===== src/assert_macros.svh =====
// Assertion macros for the RTL of the token classifier.
// Self-contained; included by files that carry concurrent assertions.
`ifndef ASSERT_MACROS_SVH
`define ASSERT_MACROS_SVH

// Expression must hold at every clock edge outside reset.
`define ASSERT_ALWAYS(label, clk, rst_n, expr) \
  label: assert property (@(posedge clk) disable iff (!(rst_n)) (expr)) \
    else $error("assertion failed");

// Consequent must hold in the same cycle as the antecedent.
`define ASSERT_IMPLIES(label, clk, rst_n, ante, cons) \
  label: assert property (@(posedge clk) disable iff (!(rst_n)) (ante) |-> (cons)) \
    else $error("assertion failed");

// Consequent must hold in the cycle after the antecedent.
`define ASSERT_NEXT(label, clk, rst_n, ante, cons) \
  label: assert property (@(posedge clk) disable iff (!(rst_n)) (ante) |=> (cons)) \
    else $error("assertion failed");

`endif


===== src/ltc_pkg.sv =====
// Types, character codes and keyword table of the token classifier.
// No dependencies; used by the interfaces and all modules.
package ltc_pkg;

  localparam int unsigned CharW      = 8;
  localparam int unsigned ClassW     = 5;
  localparam int unsigned WordLenW   = 4;
  localparam int unsigned NumKw      = 32;
  localparam int unsigned KwMaxChars = 9;
  localparam int unsigned KwTextW    = 8 * KwMaxChars;
  localparam int unsigned VarLen     = 3;
  localparam int unsigned VarProgW   = 2;

  // Character codes
  localparam logic [CharW-1:0] ChSpace   = 8'd32;
  localparam logic [CharW-1:0] ChTab     = 8'd9;
  localparam logic [CharW-1:0] ChCr      = 8'd13;
  localparam logic [CharW-1:0] ChZero    = 8'h30;
  localparam logic [CharW-1:0] ChNine    = 8'h39;
  localparam logic [CharW-1:0] ChDot     = 8'h2e;

  // Prefix that marks a variable
  localparam logic [CharW-1:0] VAR_CHARS [VarLen] = '{8'h56, 8'h41, 8'h52};

  // Token classes produced outside the table lookup
  localparam logic [ClassW-1:0] CodeInt   = 5'd25;
  localparam logic [ClassW-1:0] CodeFloat = 5'd26;
  localparam logic [ClassW-1:0] CodeVar   = 5'd31;

  // Keyword / operator table, text right-aligned, zero padded on the left
  localparam logic [KwTextW-1:0] KW_TEXT [NumKw] = '{
    72'("("), 72'(")"), 72'("{"), 72'("}"), 72'("["), 72'("]"),
    72'("=="), 72'("="), 72'(">="), 72'("<="), 72'(">"), 72'("<"),
    72'("!"), 72'(","), 72'(";"), 72'("If"), 72'("+"), 72'("-"),
    72'("*"), 72'("/"), 72'("%"), 72'("int"), 72'("float"),
    72'("&&"), 72'("||"), 72'("NUM_INT"), 72'({"NUM_", "FLOAT"}), 72'("!="),
    72'("char"), 72'("bool"), 72'("return"), 72'("VAR")
  };

  localparam logic [WordLenW-1:0] KW_LEN [NumKw] = '{
    4'd1, 4'd1, 4'd1, 4'd1, 4'd1, 4'd1,
    4'd2, 4'd1, 4'd2, 4'd2, 4'd1, 4'd1,
    4'd1, 4'd1, 4'd1, 4'd2, 4'd1, 4'd1,
    4'd1, 4'd1, 4'd1, 4'd3, 4'd5,
    4'd2, 4'd2, 4'd7, 4'd9, 4'd2,
    4'd4, 4'd4, 4'd6, 4'd3
  };

  // Character of table entry k at word position pos (zero past its end)
  function automatic logic [CharW-1:0] kw_char(input int unsigned k,
                                               input logic [WordLenW-1:0] pos);
    logic [KwTextW-1:0] t;
    logic [CharW-1:0]   c;
    t = KW_TEXT[k] << (8 * (KwMaxChars - int'(KW_LEN[k])));
    c = '0;
    if (pos < KW_LEN[k]) begin
      c = t[KwTextW - 1 - 8 * int'(pos) -: 8];
    end
    return c;
  endfunction

  // Accepted character as held in the input register
  typedef struct packed {
    logic             vld;
    logic [CharW-1:0] ch;
    logic             eoi;
  } ltc_item_t;

  // Classification result of one character
  typedef struct packed {
    logic              emit;
    logic [ClassW-1:0] cls;
  } ltc_res_t;

endpackage


===== src/ltc_char_if.sv =====
// Request channel carrying one character and the end-of-input flag.
// Depends on ltc_pkg.
interface ltc_char_if;
  import ltc_pkg::*;

  logic             valid;
  logic             ready;
  logic [CharW-1:0] char_in;
  logic             end_of_input;

  modport source (output valid, output char_in, output end_of_input, input ready);
  modport sink   (input valid, input char_in, input end_of_input, output ready);
endinterface


===== src/ltc_token_if.sv =====
// Request channel carrying one token class code.
// Depends on ltc_pkg.
interface ltc_token_if;
  import ltc_pkg::*;

  logic              valid;
  logic              ready;
  logic [ClassW-1:0] token_class;

  modport source (output valid, output token_class, input ready);
  modport sink   (input valid, input token_class, output ready);
endinterface


===== src/lexical_token_classifier_unit.sv =====
// Token classifier top: characters in, a token class out when a word with
// a class ends, through the input and output registers.
// Throughput: one char per cycle unless stalled, set by word-state update.
// Reset (async, active low) empties both registers and closes any open word.
// Depends on ltc_pkg, the two channel interfaces and the three stages.
module lexical_token_classifier_unit #(
  parameter int unsigned MAX_KEYWORD_LEN = 9
) (
  input  logic        clk_i,
  input  logic        rst_ni,
  ltc_char_if.sink    char_i,
  ltc_token_if.source token_o
);
  import ltc_pkg::*;

  ltc_item_t item;
  ltc_res_t  res;
  logic      out_free;
  logic      adv;

  // Held character moves on once the output slot can take its result
  assign adv = item.vld && out_free;

  ltc_in_stage u_in (
    .clk_i  (clk_i),
    .rst_ni (rst_ni),
    .char_i (char_i),
    .adv_i  (adv),
    .item_o (item)
  );

  ltc_word_unit #(
    .MAX_KEYWORD_LEN (MAX_KEYWORD_LEN)
  ) u_word (
    .clk_i  (clk_i),
    .rst_ni (rst_ni),
    .item_i (item),
    .adv_i  (adv),
    .res_o  (res)
  );

  ltc_out_stage u_out (
    .clk_i   (clk_i),
    .rst_ni  (rst_ni),
    .res_i   (res),
    .adv_i   (adv),
    .free_o  (out_free),
    .token_o (token_o)
  );
endmodule


===== src/ltc_in_stage.sv =====
// Input register of the token classifier: holds one accepted character.
// Depends on ltc_pkg and ltc_char_if.
module ltc_in_stage (
  input  logic              clk_i,
  input  logic              rst_ni,
  ltc_char_if.sink          char_i,
  input  logic              adv_i,
  output ltc_pkg::ltc_item_t item_o
);
  import ltc_pkg::*;

  logic             vld_q, vld_d;
  logic [CharW-1:0] ch_q;
  logic             eoi_q;
  logic             take;

  // Slot frees when the held character moves on
  assign char_i.ready = !vld_q || adv_i;
  assign take         = char_i.valid && char_i.ready;

  always_comb begin
    vld_d = vld_q;
    if (adv_i) vld_d = 1'b0;
    if (take)  vld_d = 1'b1;
  end

  always_ff @(posedge clk_i or negedge rst_ni) begin
    if (!rst_ni) begin
      vld_q <= 1'b0;
    end else begin
      vld_q <= vld_d;
    end
  end

  // Payload, no reset
  always_ff @(posedge clk_i) begin
    if (take) begin
      ch_q  <= char_i.char_in;
      eoi_q <= char_i.end_of_input;
    end
  end

  assign item_o = '{vld: vld_q, ch: ch_q, eoi: eoi_q};
endmodule


===== src/ltc_word_unit.sv =====
// Word state and classification: tracks the open word one character at a
// time and decides the token class when it ends. Depends on ltc_pkg.
`include "assert_macros.svh"
module ltc_word_unit #(
  parameter int unsigned MAX_KEYWORD_LEN = 9
) (
  input  logic               clk_i,
  input  logic               rst_ni,
  input  ltc_pkg::ltc_item_t item_i,
  input  logic               adv_i,
  output ltc_pkg::ltc_res_t  res_o
);
  import ltc_pkg::*;

  localparam logic [WordLenW-1:0] MaxLen = WordLenW'(MAX_KEYWORD_LEN);

  // Word state
  logic [NumKw-1:0]    cand_q, cand_d;
  logic [WordLenW-1:0] len_q, len_d;
  logic                digits_q, digits_d;
  logic                dot_q, dot_d;
  logic                broken_q, broken_d;
  logic [VarProgW-1:0] var_q, var_d;
  logic                open_q, open_d;

  // State after taking the current character
  logic [NumKw-1:0]    cand_t;
  logic [WordLenW-1:0] len_t;
  logic                digits_t, dot_t, broken_t;
  logic [VarProgW-1:0] var_t;

  // State the word is finished from
  logic [NumKw-1:0]    cand_s;
  logic [WordLenW-1:0] len_s;
  logic                digits_s, dot_s, broken_s, open_s, var_done_s;
  logic [VarProgW-1:0] var_s;

  logic              space, digit, is_dot, finish;
  logic [NumKw-1:0]  hit;
  logic [ClassW-1:0] kw_cls, cls;
  logic              kw_hit;

  assign space  = (item_i.ch == ChSpace) || (item_i.ch >= ChTab && item_i.ch <= ChCr);
  assign digit  = (item_i.ch >= ChZero) && (item_i.ch <= ChNine);
  assign is_dot = (item_i.ch == ChDot);
  assign finish = space || item_i.eoi;

  // Take one character
  always_comb begin
    cand_t = cand_q;
    if (len_q >= MaxLen) begin
      cand_t = '0;
    end else begin
      for (int unsigned k = 0; k < NumKw; k++) begin
        if (len_q >= KW_LEN[k] || kw_char(k, len_q) != item_i.ch) cand_t[k] = 1'b0;
      end
    end

    digits_t = digits_q && digit;
    dot_t    = dot_q || is_dot;
    broken_t = broken_q || (is_dot ? dot_q : !digit);

    var_t = var_q;
    if (var_q < VarProgW'(VarLen) && WordLenW'(var_q) == len_q
        && VAR_CHARS[var_q] == item_i.ch) begin
      var_t = var_q + 1'b1;
    end

    len_t = (len_q < MaxLen) ? len_q + 1'b1 : len_q;
  end

  // Whitespace finishes the word as it stands, other characters first join it
  always_comb begin
    if (space) begin
      cand_s = cand_q; len_s = len_q; digits_s = digits_q; dot_s = dot_q;
      broken_s = broken_q; var_s = var_q; open_s = open_q;
    end else begin
      cand_s = cand_t; len_s = len_t; digits_s = digits_t; dot_s = dot_t;
      broken_s = broken_t; var_s = var_t; open_s = 1'b1;
    end
    var_done_s = (var_s == VarProgW'(VarLen));
  end

  // Table lookup: lowest surviving entry of matching length
  always_comb begin
    kw_cls = '0;
    for (int unsigned k = 0; k < NumKw; k++) begin
      hit[k] = cand_s[k] && (KW_LEN[k] == len_s);
    end
    for (int k = NumKw - 1; k >= 0; k--) begin
      if (hit[k]) kw_cls = ClassW'(k);
    end
    kw_hit = |hit;
  end

  // Class decision in fixed test order
  always_comb begin
    if (digits_s) begin
      cls = CodeInt;
    end else if (!broken_s && dot_s && len_s > WordLenW'(1)) begin
      cls = CodeFloat;
    end else if (var_done_s) begin
      cls = CodeVar;
    end else begin
      cls = kw_cls;
    end
  end

  assign res_o.emit = item_i.vld && finish && open_s
                      && (digits_s || (!broken_s && dot_s && len_s > WordLenW'(1))
                          || var_done_s || kw_hit);
  assign res_o.cls  = cls;

  // Next word state
  always_comb begin
    cand_d = cand_q; len_d = len_q; digits_d = digits_q; dot_d = dot_q;
    broken_d = broken_q; var_d = var_q; open_d = open_q;
    if (adv_i) begin
      if (finish) begin
        cand_d = '1; len_d = '0; digits_d = 1'b1; dot_d = 1'b0;
        broken_d = 1'b0; var_d = '0; open_d = 1'b0;
      end else begin
        cand_d = cand_t; len_d = len_t; digits_d = digits_t; dot_d = dot_t;
        broken_d = broken_t; var_d = var_t; open_d = 1'b1;
      end
    end
  end

  always_ff @(posedge clk_i or negedge rst_ni) begin
    if (!rst_ni) begin
      cand_q   <= '1;
      len_q    <= '0;
      digits_q <= 1'b1;
      dot_q    <= 1'b0;
      broken_q <= 1'b0;
      var_q    <= '0;
      open_q   <= 1'b0;
    end else begin
      cand_q   <= cand_d;
      len_q    <= len_d;
      digits_q <= digits_d;
      dot_q    <= dot_d;
      broken_q <= broken_d;
      var_q    <= var_d;
      open_q   <= open_d;
    end
  end

  // A closed word leaves no length behind
  `ASSERT_IMPLIES(a_closed_len, clk_i, rst_ni, !open_q, len_q == '0 && var_q == '0)
  // An all-digit word can never be a broken number
  `ASSERT_IMPLIES(a_digits_unbroken, clk_i, rst_ni, digits_q, !broken_q && !dot_q)
  // Prefix progress never runs ahead of the word length
  `ASSERT_ALWAYS(a_var_len, clk_i, rst_ni, WordLenW'(var_q) <= len_q)
endmodule


===== src/ltc_out_stage.sv =====
// Output register of the token classifier: holds one token class request.
// Depends on ltc_pkg and ltc_token_if.
module ltc_out_stage (
  input  logic              clk_i,
  input  logic              rst_ni,
  input  ltc_pkg::ltc_res_t res_i,
  input  logic              adv_i,
  output logic              free_o,
  ltc_token_if.source       token_o
);
  import ltc_pkg::*;

  logic              vld_q, vld_d;
  logic [ClassW-1:0] cls_q;
  logic              load;

  assign free_o = !vld_q || token_o.ready;
  assign load   = adv_i && res_i.emit;

  always_comb begin
    vld_d = vld_q;
    if (token_o.ready) vld_d = 1'b0;
    if (load)          vld_d = 1'b1;
  end

  always_ff @(posedge clk_i or negedge rst_ni) begin
    if (!rst_ni) begin
      vld_q <= 1'b0;
    end else begin
      vld_q <= vld_d;
    end
  end

  always_ff @(posedge clk_i) begin
    if (load) cls_q <= res_i.cls;
  end

  assign token_o.valid       = vld_q;
  assign token_o.token_class = cls_q;
endmodule


===== src/flat_wrapper.sv =====
// flat-port wrapper written by rule: the top's interface ports become plain ports
module lexical_token_classifier_unit_flat import ltc_pkg::*;
#(
  parameter int unsigned MAX_KEYWORD_LEN = 9
)
  (clk_i, rst_ni, char_i_valid, char_i_char_in, char_i_end_of_input, char_i_ready, token_o_valid, token_o_token_class, token_o_ready);
  ltc_char_if char_i_i ();
  ltc_token_if token_o_i ();
  input  logic clk_i;
  input  logic rst_ni;
  input wire logic [$bits(char_i_i.valid)-1:0] char_i_valid;
  input wire logic [$bits(char_i_i.char_in)-1:0] char_i_char_in;
  input wire logic [$bits(char_i_i.end_of_input)-1:0] char_i_end_of_input;
  output wire logic [$bits(char_i_i.ready)-1:0] char_i_ready;
  output wire logic [$bits(token_o_i.valid)-1:0] token_o_valid;
  output wire logic [$bits(token_o_i.token_class)-1:0] token_o_token_class;
  input wire logic [$bits(token_o_i.ready)-1:0] token_o_ready;
  assign char_i_i.valid = char_i_valid;
  assign char_i_i.char_in = char_i_char_in;
  assign char_i_i.end_of_input = char_i_end_of_input;
  assign char_i_ready = char_i_i.ready;
  assign token_o_valid = token_o_i.valid;
  assign token_o_token_class = token_o_i.token_class;
  assign token_o_i.ready = token_o_ready;
  lexical_token_classifier_unit #(.MAX_KEYWORD_LEN(MAX_KEYWORD_LEN)) u_core (.clk_i(clk_i), .rst_ni(rst_ni), .char_i(char_i_i), .token_o(token_o_i));
endmodule

===== config.mk =====
export PLATFORM = sky130hd
export DESIGN_NAME = lexical_token_classifier_unit_flat
export DESIGN_NICKNAME = d
export VERILOG_FILES = /design/src/ltc_pkg.sv /design/src/ltc_char_if.sv /design/src/ltc_token_if.sv /design/src/lexical_token_classifier_unit.sv /design/src/ltc_in_stage.sv /design/src/ltc_word_unit.sv /design/src/ltc_out_stage.sv /design/src/flat_wrapper.sv
export VERILOG_INCLUDE_DIRS = /design/src /design/src/src
export SDC_FILE = /design/constraint.sdc
export NUM_CORES = 1
export LEC_CHECK = 0
export BUFFER_PORTS_ARGS = -buffer_cell sky130_fd_sc_hd__buf_2
export CAP_MARGIN = 25
export CORE_ASPECT_RATIO = 1.75
export CORE_MARGIN = 4
export CORE_UTILIZATION = 59
export CTS_BUF_LIST = sky130_fd_sc_hd__clkbuf_8
export DETAILED_ROUTE_END_ITERATION = 10
export GPL_TIMING_DRIVEN = 0
export PLACE_DENSITY = 0.87
export SLEW_MARGIN = 10
export SYNTH_ARGS = -nofsm -noshare
export SYNTH_HDL_FRONTEND = slang
export SYNTH_SLANG_ARGS = --single-unit
export TNS_END_PERCENT = 20

===== constraint.sdc =====
create_clock -name clk_i -period 4.47 [get_ports clk_i]
set_clock_uncertainty 0.05 [all_clocks]
set_input_delay 0.894 -clock clk_i [delete_from_list [all_inputs] [get_ports clk_i]]
set_output_delay 0.894 -clock clk_i [all_outputs]
set_load 0.1 [all_outputs]

==> reports/summary.json, run 1 <==
{
  "run_status": "did not finish",
  "failed_stage": "global routing (5_1_grt)",
  "run.stop_error": "[ERROR GRT-0232] Routing congestion too high. Check the congestion heatmap in the GUI.",
  "ys_top_cells_by_area": "sky130_fd_sc_hd__dfstp_2, sky130_fd_sc_hd__edfxtp_1, sky130_fd_sc_hd__o21ai_0",
  "place_ws_ns": -1.47,
  "h-tree-depth": 3,
  "finalWeightedCongestion": 1.11,
  "async_reset_ff_frac": 0.759,
  "synth_seq_cells": 58,
  "tritoncts.num_buffers": 9,
  "die_outline_width_um": 87.5,
  "synthCells": 847,
  "synth_top_cells_by_count": "sky130_fd_sc_hd__nand2_1, sky130_fd_sc_hd__o21ai_0, sky130_fd_sc_hd__nor2_1",
  "synth.lib_cells_used.distinct": 103,
  "tritoncts_num_sinks": 58,
  "fp-row-count": 50,
  "dieHeight_um": 147,
  "grt_max_degree": 45,
  "io-pin-count": 20,
  "initial_util": 0.607,
  "clockBufferDepth": 2,
  "yosysWarnings": 0,
  "grt_util_all_layers": 0.558,
  "synth-main-ff-cell": "sky130_fd_sc_hd__dfstp_2",
  "syn_area_per_cell_um2": 7.71,
  "place_area_um2": 6790,
  "synth_largest_area_cell": "sky130_fd_sc_hd__dfstp_2",
  "synth_nets": 867,
  "global_route.overflow_total": 1,
  "clockRootBuffer": "sky130_fd_sc_hd__clkbuf_8",
  "io_buffer_count": 19,
  "synth_top_area_frac": 0.133,
  "synth_most_common_cell": "sky130_fd_sc_hd__nand2_1",
  "synth.cell_area_um2": 6530,
  "synth-seq-area-share": 0.239,
  "hpwl_detailed_mm": 24.1,
  "synth_enable_flop_cells": 14,
  "grt_worst_setup_endpoint": "u_core.u_out.token_o.token_class[0]$_SDFFCE_PP1P_/DE",
  "worst_endpoint_kind": "register data pin"
}
==> routing by layer <==
metal,track usage,GRT overflow
met5,0.0248,0
met2,0.796,1
met1,0.567,0
met4,0.531,0
met3,0.282,0
==> kinds of logic after synthesis <==
kind of cell             share of synthesized area
AND/OR/NAND/NOR                              0.311
AO/OA/AOI/OAI                                0.319
buffers and inverters                       0.0677
flip-flops                                   0.239
XOR/XNOR                                    0.0309
multiplexers                                0.0192
adder cells (fa/ha/maj)                     0.0134
==> stage by stage <==
stage,std cells,setup TNS (ns),hold slack [ns]
detailed placement,997,-12.70,0.412
global placement,996,-11.82,0.397
floorplan,847,0,0.385
CTS,1024,0,0.421
==> repair_timing <==
action / CTS
setup buffers: 11
pin swaps: 11
resized for setup: 55
endpoints found under the setup margin: 13
hold buffers: 0
==> run 2, diff against run 1 <==
--- a/config.mk
+++ b/config.mk
@@ -8,13 +8,11 @@
 export LEC_CHECK = 0
 export BUFFER_PORTS_ARGS = -buffer_cell sky130_fd_sc_hd__buf_2
 export CAP_MARGIN = 25
-export CORE_ASPECT_RATIO = 1.75
 export CORE_MARGIN = 4
-export CORE_UTILIZATION = 59
-export CTS_BUF_LIST = sky130_fd_sc_hd__clkbuf_8
+export CORE_UTILIZATION = 40
 export DETAILED_ROUTE_END_ITERATION = 10
 export GPL_TIMING_DRIVEN = 0
-export PLACE_DENSITY = 0.87
+export PLACE_DENSITY_LB_ADDON = 0.15
 export SLEW_MARGIN = 10
 export SYNTH_ARGS = -nofsm -noshare
 export SYNTH_HDL_FRONTEND = slang
==> constraint.sdc (replaced) <==
create_clock -name clk_i -period 5.8 [get_ports clk_i]
set_clock_uncertainty 0.05 [all_clocks]
set_input_delay 1.16 -clock clk_i [delete_from_list [all_inputs] [get_ports clk_i]]
set_output_delay 1.16 -clock clk_i [all_outputs]
set_load 0.1 [all_outputs]
==> run 2 against run 1 <==
Against the previous run:
- the run now ends clean
- area after synthesis unchanged
- synthesized cell count did not move
==> reports/summary.json, run 2 <==
{
  "mostFrequentLayoutCells": "sky130_fd_sc_hd__nand2_1, sky130_fd_sc_hd__o21ai_0, sky130_fd_sc_hd__buf_2, sky130_fd_sc_hd__nor2_1, sky130_fd_sc_hd__a21oi_1",
  "highest_net_fanout_along_the_worst_path": 10,
  "finalWeightedCongestion": 1.06,
  "peakVddDrop_v": 0.000174,
  "multi_input_area_um2": 4540,
  "io_buffer_count": 19,
  "global_route.overflow_total": 0,
  "fp-row-count": 46,
  "tritoncts_num_sinks": 58,
  "antennaDiodeCount": 0,
  "combinational_family_with_the_most_area_after_synthesis": "compound AO/OA/AOI/OAI gates",
  "critical_path.most_common_cell": "sky130_fd_sc_hd__buf_2",
  "cp_slowest_cell": "sky130_fd_sc_hd__nor4_1",
  "wire_length_of_the_first_global_routing_pass_mm": 42.9,
  "path_cells": "buf_2 -> buf_6 -> clkinv_1 -> ha_1 -> buf_2 -> nor2b_1 -> nand4_1 -> and4_1 -> or4_1 -> nor4_1 -> nand4bb_1 -> nor4b_2 -> nor3b_2 -> a21oi_1",
  "timing.critical_path.max_delay_family": "simple AND/OR/NAND/NOR gates",
  "hold_viol_final": 0,
  "synth-simple-area-share": 0.311,
  "largest_register_ff_count": 32,
  "synth_most_common_cell": "sky130_fd_sc_hd__nand2_1",
  "initial_util": 0.409,
  "routed_wire_length_per_instance_um": 26.2,
  "share_of_synthesized_cell_area_in_full_adder_half_adder_and_majority_cells": 0.0134,
  "finalNetCount": 902,
  "viasPerCell": 6.79,
  "crit_required_ns": 5.74,
  "synth.lib_cells_used.distinct": 103,
  "syn_area_per_cell_um2": 7.71,
  "synth_seq_cells": 58,
  "worst_skew_pair.late_latency_ns": 0.35,
  "layout.core_utilization": 0.455,
  "p_leak_uw": 0.00266,
  "post-route-worst-setup-slack_ns": 0.181,
  "grt_max_degree": 36,
  "dieHeight_um": 136,
  "data_arrival_at_the_endpoint_of_the_critical_path_ns": 5.56,
  "wl_mm": 28.9,
  "cp-startpoint": "u_core.u_word.len_q[0]$_DFFE_PN0P_",
  "grt_pass1_vias": 6934,
  "max_cap_viol_count": 0,
  "place_ws_ns": 0.267,
  "synth_largest_area_cell": "sky130_fd_sc_hd__dfstp_2",
  "async_reset_ff_frac": 0.759,
  "synth_top_cells_by_count": "sky130_fd_sc_hd__nand2_1, sky130_fd_sc_hd__o21ai_0, sky130_fd_sc_hd__nor2_1",
  "synth-main-ff-cell": "sky130_fd_sc_hd__dfstp_2",
  "h-tree-depth": 3,
  "io-pin-count": 20,
  "worst_r2r_endpoint": "u_core.u_out.token_o.token_class[2]$_SDFFCE_PP0P_",
  "floorplan.die_area_um2": 18400,
  "unrepaired_setup_endpoints_after_global_routing": "no",
  "clockRootBuffer": "sky130_fd_sc_hd__clkbuf_16",
  "seq_area_um2": 1560,
  "worst-slew-pin-transition_ns": 0.966,
  "synth.cell_area_um2": 6530,
  "timing.rr.start": "u_core.u_word.len_q[0]$_DFFE_PN0P_",
  "timing.reg2reg.setup_slack_ns": 0.18,
  "vias_after_detailed_routing": 7491,
  "worstSetupEndpointType": "register",
  "yosysWarnings": 0,
  "tightest_hold_check_type": "reg2reg",
  "placeableCoreArea_um2": 15900,
  "final.fill_count": 1674,
  "timing.final.setup_violations": 0,
  "worst_path_largest_cell_delay_ns": 0.62,
  "complex_gate_fraction_of_the_synthesized_area": 0.319,
  "timing.final.crit_period_ns": 5.62,
  "critPathBufInv": 4,
  "worst_hold_end": "u_core.u_word.cand_q[20]$_DFFE_PN1P_",
  "startpoint_class_of_the_critical_path": "register",
  "synthCells": 847,
  "fmaxAchievable_ghz": 0.178,
  "synth-seq-area-share": 0.239,
  "timing.slew.headroom": 0.353,
  "hpwl_detailed_mm": 21.8,
  "grt_util_all_layers": 0.312,
  "worst_r2r_path_depth": 14,
  "synth_nets": 867,
  "tritoncts.num_buffers": 9,
  "parity_gate_share_of_the_synthesized_area_counting_xor_and_xnor_cells": 0.0309,
  "worstHoldPathCells": 2,
  "signed_area_change_from_the_synthesized_netlist_to_the_final_layout_pct": 11.2,
  "run_status": "finished clean",
  "top_register": "u_core.u_word.cand_q",
  "fin_tns_setup_ns": 0,
  "clockBufferDepth": 2,
  "ys_top_cells_by_area": "sky130_fd_sc_hd__dfstp_2, sky130_fd_sc_hd__edfxtp_1, sky130_fd_sc_hd__o21ai_0",
  "pre_antenna_drt_iters": 6,
  "synth_enable_flop_cells": 14,
  "hold_path.startpoint": "u_core.u_word.cand_q[20]$_DFFE_PN1P_",
  "layout.cells.most_common": "sky130_fd_sc_hd__nand2_1",
  "final-max-slew-violation-count": 0,
  "tritoncts_clock_tree": "yes",
  "initial_antenna_violation_count": 0,
  "drc": 0,
  "path_clk_slew_ns": 0.05,
  "powerDensity_nw_per_um2": 319,
  "first_iter_violations": 1144,
  "worstSetupPathType": "reg2reg",
  "post_route_cells_drive_above_1_share": 0.186,
  "finalCritPeriodShare": 0.969,
  "synth_top_area_frac": 0.133,
  "die_outline_width_um": 136,
  "drt.antenna.violating_nets": 0,
  "yosys-mux-area-fraction": 0.0192
}
run 2: layout make-up:
cell class | instances | area share
Clock buffer | 11 | 0.0348
Sequential cell | 58 | 0.215
Multi-Input combinational cell | 693 | 0.626
Buffer | 78 | 0.0515
Clock inverter | 5 | 0.00707
Inverter | 18 | 0.00931
Tap cell | 216 | 0.0372
Timing Repair Buffer | 24 | 0.0191
run 2: timing repair:
action / 4_1_cts / 5_1_grt
setup buffers: 0 / 2
setup endpoints to repair: 0 / 5
resized for setup: 0 / 4
hold buffers: 0 / 0
run 2: stage by stage:
step           std cells  power, uW  instance area (um2)  hold slack [ns]
6_report            1103       2310                 7260            0.411
4_1_cts             1100       2250                 7220            0.409
5_1_grt             1103       2400                 7260            0.420
3_3_place_gp        1082       1700                 6890            0.399
2_1_floorplan        847       1330                 6530            0.385
3_5_place_dp        1084       1690                 6920            0.400
run 2: power by group:
group	internal, uW	switching (uW)
sequential	484	34.7
clock	353	197
combinational	402	844
total	1240	1080
run 2: worst min-delay path, cell delays in order, from the launching register on:
cell	delay, ns
sky130_fd_sc_hd__dfstp_2	0.36
sky130_fd_sc_hd__nand2_1	0.05
sky130_fd_sc_hd__nand2_1	0.05
run 2: kinds of logic (layout without fill, tap and decap cells):
| group | count (synthesis) | count (layout) |
|---|---|---|
| and+or+nand+nor | 364 | 364 |
| AOI/OAI and AO/OA | 287 | 287 |
| buffers and inverters | 96 | 136 |
| DFF | 58 | 58 |
| xor gates and xnor gates | 23 | 23 |
| muxes | 12 | 12 |
| adders and majority gates | 7 | 7 |
run 2: how the worst max path moves through the flow:
| stage | to | slack, ns | cells after the start |
|---|---|---|---|
| 6_report | u_core.u_out.token_o.token_class[2]$_SDFFCE_PP0P_ | 0.18 | 14 |
| 5_1_grt | u_core.u_out.token_o.token_class[2]$_SDFFCE_PP0P_ | 0.06 | 14 |
| 4_1_cts | u_core.u_out.token_o.token_class[0]$_SDFFCE_PP1P_ | 0.24 | 15 |
| 3_5_place_dp | u_core.u_out.token_o.token_class[1]$_SDFFCE_PP0P_ | 0.27 | 15 |
| 3_3_place_gp | u_core.u_out.token_o.token_class[1]$_SDFFCE_PP0P_ | 0.24 | 15 |
| 2_1_floorplan | u_core.u_out.token_o.token_class[0]$_SDFFCE_PP1P_ | 1.61 | 15 |
run 2: metal layers:
| metal | wire, um | track usage | up-vias |
|---|---|---|---|
| met5 | 0 | 0 | - |
| met4 | 767 | 0.0963 | 0 |
| met3 | 3760 | 0.108 | 74 |
| met2 | 12200 | 0.457 | 550 |
| met1 | 12200 | 0.433 | 3573 |
| li1 | - | - | 3294 |
(Power assumes the default switching activity.)
